**src/sv/bounded_min_priority_queue_defines.svh**
```systemverilog
// Assertion helpers shared by the queue RTL.
// All checks are clocked on clk and switched off while rst is high.
`ifndef BOUNDED_MIN_PRIORITY_QUEUE_DEFINES_SVH
`define BOUNDED_MIN_PRIORITY_QUEUE_DEFINES_SVH

// Same-cycle implication.
`define BMPQ_ASSERT_NOW(label, ante, cons, msg) \
  label: assert property (@(posedge clk) disable iff (rst) (ante) |-> (cons)) else $error(msg);

// Next-cycle implication.
`define BMPQ_ASSERT_NEXT(label, ante, cons, msg) \
  label: assert property (@(posedge clk) disable iff (rst) (ante) |=> (cons)) else $error(msg);

`endif

```
**src/sv/bmpq_pkg.sv**
```systemverilog
package bmpq_pkg;

  localparam int CAPACITY = 1024;
  localparam int ADDR_W   = (CAPACITY > 1) ? $clog2(CAPACITY) : 1;
  localparam int CNT_W    = $clog2(CAPACITY + 1);
  // child index math needs room for 2*pos+2
  localparam int IDX_W    = ADDR_W + 2;
  localparam int KEY_W    = 32;

  typedef logic signed [KEY_W-1:0] key_t;
  typedef logic [ADDR_W-1:0]       addr_t;
  typedef logic [CNT_W-1:0]        count_t;
  typedef logic [IDX_W-1:0]        idx_t;

  typedef enum logic [1:0] {
    FN_INSERT = 2'd0,
    FN_DELETE = 2'd1,
    FN_FIND   = 2'd2,
    FN_CLEAR  = 2'd3
  } func_t;

  typedef enum logic [1:0] {
    ST_OK    = 2'd0,
    ST_EMPTY = 2'd1,
    ST_FULL  = 2'd2
  } status_t;

  typedef enum logic [2:0] {
    S_IDLE,
    S_UP_RD,
    S_UP_CMP,
    S_DN_LOAD,
    S_DN_CMP,
    S_FIND,
    S_RESP
  } state_t;

  // one write port, two registered read ports
  typedef struct packed {
    logic  we;
    addr_t waddr;
    key_t  wdata;
    addr_t raddr_a;
    addr_t raddr_b;
  } mem_req_t;

  typedef struct packed {
    key_t    key;
    status_t status;
    count_t  count;
  } result_t;

endpackage

```
**src/sv/bmpq_engine.sv**
```systemverilog
`include "bounded_min_priority_queue_defines.svh"

module bmpq_engine import bmpq_pkg::*; (
  input  logic     clk,
  input  logic     rst,
  input  logic     start,
  input  func_t    fn,
  input  key_t     key,
  input  logic     out_free,
  output logic     idle,
  output logic     done,
  output result_t  res,
  output mem_req_t mem,
  input  key_t     rdata_a,
  input  key_t     rdata_b
);

  state_t  state, state_next;
  count_t  count, count_next;
  addr_t   pos;
  key_t    v;
  key_t    res_key;
  status_t res_status;

  logic    full, empty;
  count_t  cnt_m1;
  addr_t   par, gpar;
  logic    up_stop;
  idx_t    c1, c2, cidx, gc1, gc2;
  logic    has1, has2, pick_b, dn_stop;
  key_t    pick;
  logic    ins_ok;

  assign full   = (count == count_t'(CAPACITY));
  assign empty  = (count == '0);
  assign cnt_m1 = count - count_t'(1);
  assign ins_ok = start && idle && (fn == FN_INSERT) && !full;

  // sift-up: parent and grandparent of pos
  assign par     = (pos - addr_t'(1)) >> 1;
  assign gpar    = (par - addr_t'(1)) >> 1;
  assign up_stop = (rdata_a <= v);

  // sift-down: children of pos, count is already the post-delete count
  assign c1      = idx_t'({pos, 1'b1});
  assign c2      = c1 + idx_t'(1);
  assign has1    = c1 < idx_t'(count);
  assign has2    = c2 < idx_t'(count);
  assign pick_b  = has2 && (rdata_b < rdata_a);
  assign pick    = pick_b ? rdata_b : rdata_a;
  assign cidx    = pick_b ? c2 : c1;
  assign dn_stop = !has1 || (pick >= v);
  assign gc1     = idx_t'({cidx, 1'b1});
  assign gc2     = gc1 + idx_t'(1);

  always_comb begin
    state_next = state;
    case (state)
      S_IDLE: begin
        if (start) begin
          case (fn)
            FN_INSERT: state_next = full  ? S_RESP : S_UP_RD;
            FN_DELETE: state_next = empty ? S_RESP : S_DN_LOAD;
            FN_FIND:   state_next = empty ? S_RESP : S_FIND;
            default:   state_next = S_RESP;
          endcase
        end
      end
      S_UP_RD:   state_next = (pos == '0) ? S_RESP : S_UP_CMP;
      S_UP_CMP: begin
        if (up_stop) begin
          state_next = S_RESP;
        end else if (par == '0) begin
          state_next = S_UP_RD;
        end
      end
      S_DN_LOAD: state_next = empty ? S_RESP : S_DN_CMP;
      S_DN_CMP:  state_next = dn_stop ? S_RESP : S_DN_CMP;
      S_FIND:    state_next = S_RESP;
      S_RESP:    state_next = out_free ? S_IDLE : S_RESP;
      default:   state_next = S_IDLE;
    endcase
  end

  always_comb begin
    mem         = '0;
    count_next  = count;
    idle        = (state == S_IDLE);
    done        = (state == S_RESP) && out_free;
    res.key     = res_key;
    res.status  = res_status;
    res.count   = count;
    case (state)
      S_IDLE: begin
        // root and last entry, ready for delete or find
        mem.raddr_a = '0;
        mem.raddr_b = cnt_m1[ADDR_W-1:0];
        if (start) begin
          case (fn)
            FN_INSERT: if (!full) count_next = count + count_t'(1);
            FN_DELETE: if (!empty) count_next = cnt_m1;
            FN_CLEAR:  count_next = '0;
            default:   count_next = count;
          endcase
        end
      end
      S_UP_RD: begin
        mem.raddr_a = par;
        if (pos == '0) begin
          mem.we    = 1'b1;
          mem.waddr = pos;
          mem.wdata = v;
        end
      end
      S_UP_CMP: begin
        mem.we      = 1'b1;
        mem.waddr   = pos;
        mem.wdata   = up_stop ? v : rdata_a;
        mem.raddr_a = gpar;
      end
      S_DN_LOAD: begin
        mem.raddr_a = addr_t'(1);
        mem.raddr_b = addr_t'(2);
      end
      S_DN_CMP: begin
        mem.we      = 1'b1;
        mem.waddr   = pos;
        mem.wdata   = dn_stop ? v : pick;
        mem.raddr_a = gc1[ADDR_W-1:0];
        mem.raddr_b = gc2[ADDR_W-1:0];
      end
      default: begin
        mem.raddr_a = '0;
      end
    endcase
  end

  always_ff @(posedge clk) begin
    if (rst) begin
      state <= S_IDLE;
      count <= '0;
    end else begin
      state <= state_next;
      count <= count_next;
    end
  end

  always_ff @(posedge clk) begin
    case (state)
      S_IDLE: begin
        if (start) begin
          res_key <= '0;
          case (fn)
            FN_INSERT: begin
              if (full) begin
                res_status <= ST_FULL;
              end else begin
                res_status <= ST_OK;
                pos        <= count[ADDR_W-1:0];
                v          <= key;
              end
            end
            FN_DELETE, FN_FIND: begin
              if (empty) begin
                res_status <= ST_EMPTY;
              end else begin
                res_status <= ST_OK;
              end
            end
            default: res_status <= ST_OK;
          endcase
        end
      end
      S_UP_CMP: begin
        if (!up_stop) pos <= par;
      end
      S_DN_LOAD: begin
        res_key <= rdata_a;
        v       <= rdata_b;
        pos     <= '0;
      end
      S_DN_CMP: begin
        if (!dn_stop) pos <= cidx[ADDR_W-1:0];
      end
      S_FIND: begin
        res_key <= rdata_a;
      end
      default: begin
        pos <= pos;
      end
    endcase
  end

  `BMPQ_ASSERT_NOW(a_wr_in_heap, mem.we, {1'b0, mem.waddr} < count, "store write outside heap")
  `BMPQ_ASSERT_NEXT(a_done_idle, done, state == S_IDLE, "engine not idle after result")
  `BMPQ_ASSERT_NEXT(a_ins_count, ins_ok, count == $past(count) + count_t'(1), "count stuck")

endmodule

```
**config.mk**
```make
export PLATFORM = sky130hd
export DESIGN_NAME = bmpq_engine
export DESIGN_NICKNAME = d
export VERILOG_FILES = /design/src/sv/bmpq_pkg.sv /design/src/sv/bmpq_engine.sv
export VERILOG_INCLUDE_DIRS = /design/src /design/src/sv
export SDC_FILE = /design/constraint.sdc
export NUM_CORES = 1
export LEC_CHECK = 0
export ABC_AREA = 1
export BUFFER_PORTS_ARGS = -buffer_cell sky130_fd_sc_hd__buf_2
export CAP_MARGIN = 20
export CORE_MARGIN = 3
export CORE_UTILIZATION = 60
export DETAILED_ROUTE_END_ITERATION = 12
export PLACE_DENSITY = 0.88
export RECOVER_POWER = 100
export SYNTH_ARGS = -nofsm -noshare
export SYNTH_HDL_FRONTEND = slang
export SYNTH_SLANG_ARGS = --single-unit
```
**constraint.sdc**
```tcl
create_clock -name clk -period 12.9 [get_ports clk]
set_input_delay 0.645 -clock clk [delete_from_list [all_inputs] [get_ports clk]]
set_output_delay 0.645 -clock clk [all_outputs]
set_load 0.005 [all_outputs]
```
-- Word level (Yosys, flattened, before mapping)
Cells that the tools add are included.
- reductions and logical operators: 21
- magnitude comparators: 5
- muxes and demuxes: 38
- eq/ne operators: 18
- add/sub/neg operators: 6
- operators with widths (operator ; count):
    $mux W32 ; 7
    $pmux W43 S3 ; 1
    $pmux W32 S2 ; 2
    $pmux W10 S4 ; 2
    $mux W10 ; 6
    $mux W43 ; 1
    $pmux W11 S3 ; 1
    $ge A32 B32 Y1 ; 1
    $le A32 B32 Y1 ; 1
    $lt A32 B32 Y1 ; 1
    $pmux W10 S3 ; 1
    $mux W11 ; 2
    $mux W3 ; 7
    $pmux W3 S7 ; 1
    $logic_not A10 Y1 ; 2
    $add A11 B1 Y12 const B ; 1
    $lt A12 B11 Y1 ; 1
    $ne A2 B2 Y1 const B ; 6
    $add A11 B1 Y11 const B ; 1
    $eq A11 B11 Y1 const B ; 1
    $logic_not A11 Y1 ; 1
    $lt A11 B11 Y1 ; 1
    $sub A11 B1 Y11 const B ; 1
    $add A10 B1 Y10 const B ; 1
    other kinds (26) ; 38
- register bits: 90
- word-level logic and storage cells: 94
- output and inout port bits: 110

-- Longest topological paths before layout
- depth in word-level cells: 8
- mapped depth: 32
- mapped depth without buffers: 30

-- Worst setup path before layout
Ideal clock, no wire load.
- kind: flip-flop to flip-flop
- start: reg pos[2]
- end: reg pos[0], enable pin
- path slack: 7.778 ns
- required time: 12.510 ns
- path buffers: 1
- cell stages (with the launch flop): 27
- data arrival time: 4.732 ns
- path through: edfxtp_1 > inv_2 > nor3_1 > nand3_1 > nor3_1 > nand3_1 > xor2_1 > ha_1 > nand2_1 > inv_1 > nand2_1 > nor3_1 > nor2_4 > nand3_4 > clkbuf_1 > o21ai_1 > ha_1 > nand2_1 > nor2_1 > nand2_1 > nor4_1 > nand2_1 > nand3b_1 > nand4_1 > nand2_1 > nand3_1 > nor3_1
- word-level cells in the longest chain between the ends: 8
- elaborated cells between the ends (all ways): 10
- classes of those cells: add/sub (1); order compare (3); eq/ne (1); mux (1); reduce/logical (4)
- RTL lines (what ; RTL line ; text):
    start, declared ; bmpq_engine.sv:20 ; addr_t pos;
    start signal, assigned ; bmpq_engine.sv:159 ; pos <= count[ADDR_W-1:0];
    start signal, assigned ; bmpq_engine.sv:175 ; if (!up_stop) pos <= par;
    start signal, assigned ; bmpq_engine.sv:183 ; if (!dn_stop) pos <= cidx[ADDR_W-1:0];
    $add A11 B1 Y12 ; bmpq_engine.sv:46 ; assign c2 = c1 + idx_t'(1);
    $lt A12 B11 Y1 ; bmpq_engine.sv:48 ; assign has2 = c2 < idx_t'(count);
    $logic_and A1 B1 Y1 ; bmpq_engine.sv:49 ; assign pick_b = has2 && (rdata_b < rdata_a);
    $mux W32 ; bmpq_engine.sv:50 ; assign pick = pick_b ? rdata_b : rdata_a;
    $ge A32 B32 Y1 ; bmpq_engine.sv:52 ; assign dn_stop = !has1 || (pick >= v);
    $logic_or A1 B1 Y1 (*) ; bmpq_engine.sv:52 ;
    $ne A2 B2 Y1 (no source line) (*) ; -- ;
    $reduce_and A6 Y1 (no source line) (*) ; -- ;
Mark *: on every way between the ends. The rest lies on a longest branch, timed or not.
A chain may end at the register's enable or synchronous reset.

==> impl_metrics.tcl <==
set metrics [dict create \
    syn2layout_area_growth_pct 15.11 \
    skew_ns 0.007895 \
    numCtsBuffers 9 \
    worst_setup_hold_path_clk_slew_ns 0.07 \
    std_cell_rows 44 \
    place.gp.congestion 1.058 \
    pin_count 212 \
    tightest_slew_ns 2.952 \
    start_kind "flop" \
    max_stage_delay_ns 1.97 \
    die_w_um 129.1 \
    ys_types 45 \
    cts_resized 0 \
    coreArea_um2 14700 \
    synth.area.top_cells "edfxtp_1 (25%), ha_1 (17%), nand2_1 (11%)" \
    dr.pass1.iters 6 \
    cts_tree "built" \
    required_ns 12.26 \
    clk-insertion-delay-late_ns 0.36 \
    cts_root_buf "clkbuf_16" \
    synth_fp_nets 1486 \
    power_w 0.002508 \
    htreeDepth 3 \
    finalSetupTns_ns 0 \
    drc 0 \
    hp-class "in2reg" \
    finalSetupViolCount 0 \
    crit_type "reg2out" \
    cts_hold_buf 0 \
    yosys.area.top_type_share 0.2512 \
    syn-cell-area_um2 9086 \
    synth_ff_type "edfxtp_1" \
    crit_path_top_delay_cell "nand3_1" \
    layout-drive-gt1-share 0.1149 \
    slew_headroom -0.9738 \
    drt_iter0_drc 1182 \
    place_area_um2 10270 \
    cts_buffer_depth 2 \
    ys_top_cells_by_count "nand2_1 (272), inv_1 (195), ha_1 (127)" \
    fin_nets 1678 \
    grt_pass1_wl_mm 46.18 \
    async_reset_ff_frac 0 \
    synth-warning-count 0 \
    die-area_um2 16660 \
    portBuffers 211 \
    routed_wl_mm 29.00 \
    synth_edf_count 76 \
    grt_max_degree 81 \
    multi_input_area_um2 5569 \
    cts_setup_buffers 0 \
    drtAntennaViolNets 0 \
    yosysTopAreaCell "edfxtp_1" \
    crit_arrival_ns 9.24 \
    final_area_um2 10460 \
    max-cap-violations 5 \
    critical_path.max_fanout 80 \
    p_leak_nw 5.234 \
    initial_core_util 0.6181 \
    grt_antenna_before_repair 0 \
    postSynthAreaPerCell_um2 7.228 \
    yosysSeqAreaShare 0.2820 \
    status "finished with violations" \
    post-synth-top-count-cell "nand2_1" \
    clock-sinks 90 \
    seqCellArea_um2 2562 \
    crit_path_end_kind "output pin" \
    crit_path_frequent_cell "nand2_1" \
    ys_ff_latch 90 \
    overflow 0 \
    synth_cells 1257 \
    track_usage 0.3484 \
    hold_viol_final 0 \
    rsz0062_at_grt "no" \
    fmax_ghz 0.1011 \
    drv_slew 242 \
    fp.dieH_um 129.1 \
    hpwl_mm 22.22 \
    avgRoutedWirePerCell_um 17.70 \
    finalCritPeriodShare 0.7665 \
    routed_via_density 5.972 \
    min_period_ns 9.888 \
    first_global_vias 9250 \
    route.vias.total 9782 \
    ir_drop_mv 0.1801 \
    whs_ns 0.5592 \
    power_density_nw_per_um2 239.8 \
    num_antenna_cells 0 \
    violations "max-capacitance violations, max-slew violations" \
    num-fill-cells 1282 \
]
==> through the flow <==
stage	utilization	worst slack (ns)	instances
global placement	0.6987	5.600	1621
global route	0.7115	2.229	1638
finish	0.7115	3.012	1638
floorplan	-	7.778	1257
detailed placement	0.6987	5.376	1621
CTS	0.7224	4.957	1637
==> state kept, by name, indices dropped and copies added (netlist names) <==
signal and cells:
count 11, pos 10, res_key 32, res_status 2, state 3, v 32
==> placed cells by master, fill, tap and decap left out, types with 4 or more instances in the layout <==
master     netlist  final
a211oi_1         7      7
a21oi_1         70     69
a221oi_1         4      4
a22oi_1         32     32
a31oi_1          7      7
buf_2            5    135
clkbuf_1        28     80
clkbuf_16        0      9
dfxtp_1         14     14
edfxtp_1        76     76
ha_1           127    127
inv_1          195    196
nand2_1        272    275
nand3_1         34     36
nand3b_1         4      4
nand4_1         24     24
nor2_1         120    121
nor3_1          18     19
nor4_1           6      6
o211ai_1        31     31
o21a_1           4      4
o21ai_0         75     76
o21ai_1         32     32
o21bai_1         4      4
o221ai_1         4      4
o22ai_1          5      5
xor2_1          22     22
==> logic make-up (layout without fill, tap and decap cells) <==
family | after synthesis | count (layout) | share of synthesized area
flops | 90 | 90 | 0.2820
simple gates | 495 | 495 | 0.2324
fa+ha+maj | 127 | 127 | 0.1749
compound gates | 284 | 284 | 0.1865
xor+xnor | 24 | 24 | 0.02313
buf+inv | 237 | 434 | 0.1011
==> critical path: cells and delay by family, from the launching register on <==
kind	cells	cell delay (ns)
fa+ha+maj	2	0.61
compound gates	2	1.07
flops	1	0.49
buf+inv	5	0.59
xor+xnor	1	0.16
simple gates	17	5.91
==> final timing paths <==
path / startpoint / to / slack (ns) / cells after the start
worst min-delay path: key[17] / v[17] / 0.56 / 3
worst max-delay path: pos[2] / mem[46] / 3.01 / 27
worst min register to register: count[10] / count[10] / 0.62 / 2
worst max register to register: pos[2] / pos[5] / 4.01 / 26
==> per-layer routing <==
metal,track usage,vias up,share of wire
met4,0.1476,0,0.040
met2,0.5655,576,0.45
met5,0,-,0
li1,-,4666,-
met3,0.06760,96,0.10
met1,0.4560,4444,0.40
==> power by group <==
part,internal [W],leakage (nW),total [W],switching [W]
logic,0.000551,4.22,0.00163,0.00108
registers,0.000477,0.850,0.000560,0.0000830
clock network,0.000191,0.167,0.000315,0.000124
total,0.00122,5.23,0.00251,0.00129
==> layout make-up <==
cell class,count,area share
inverters,199,0.07142
flip-flops and latches,90,0.2450
repair buffers,219,0.09571
multi-input cells,930,0.5325
clock buffers,9,0.02153
well taps,184,0.02201
clock inverters,7,0.01184
Note: power is estimated with default switching activity, not from simulation.
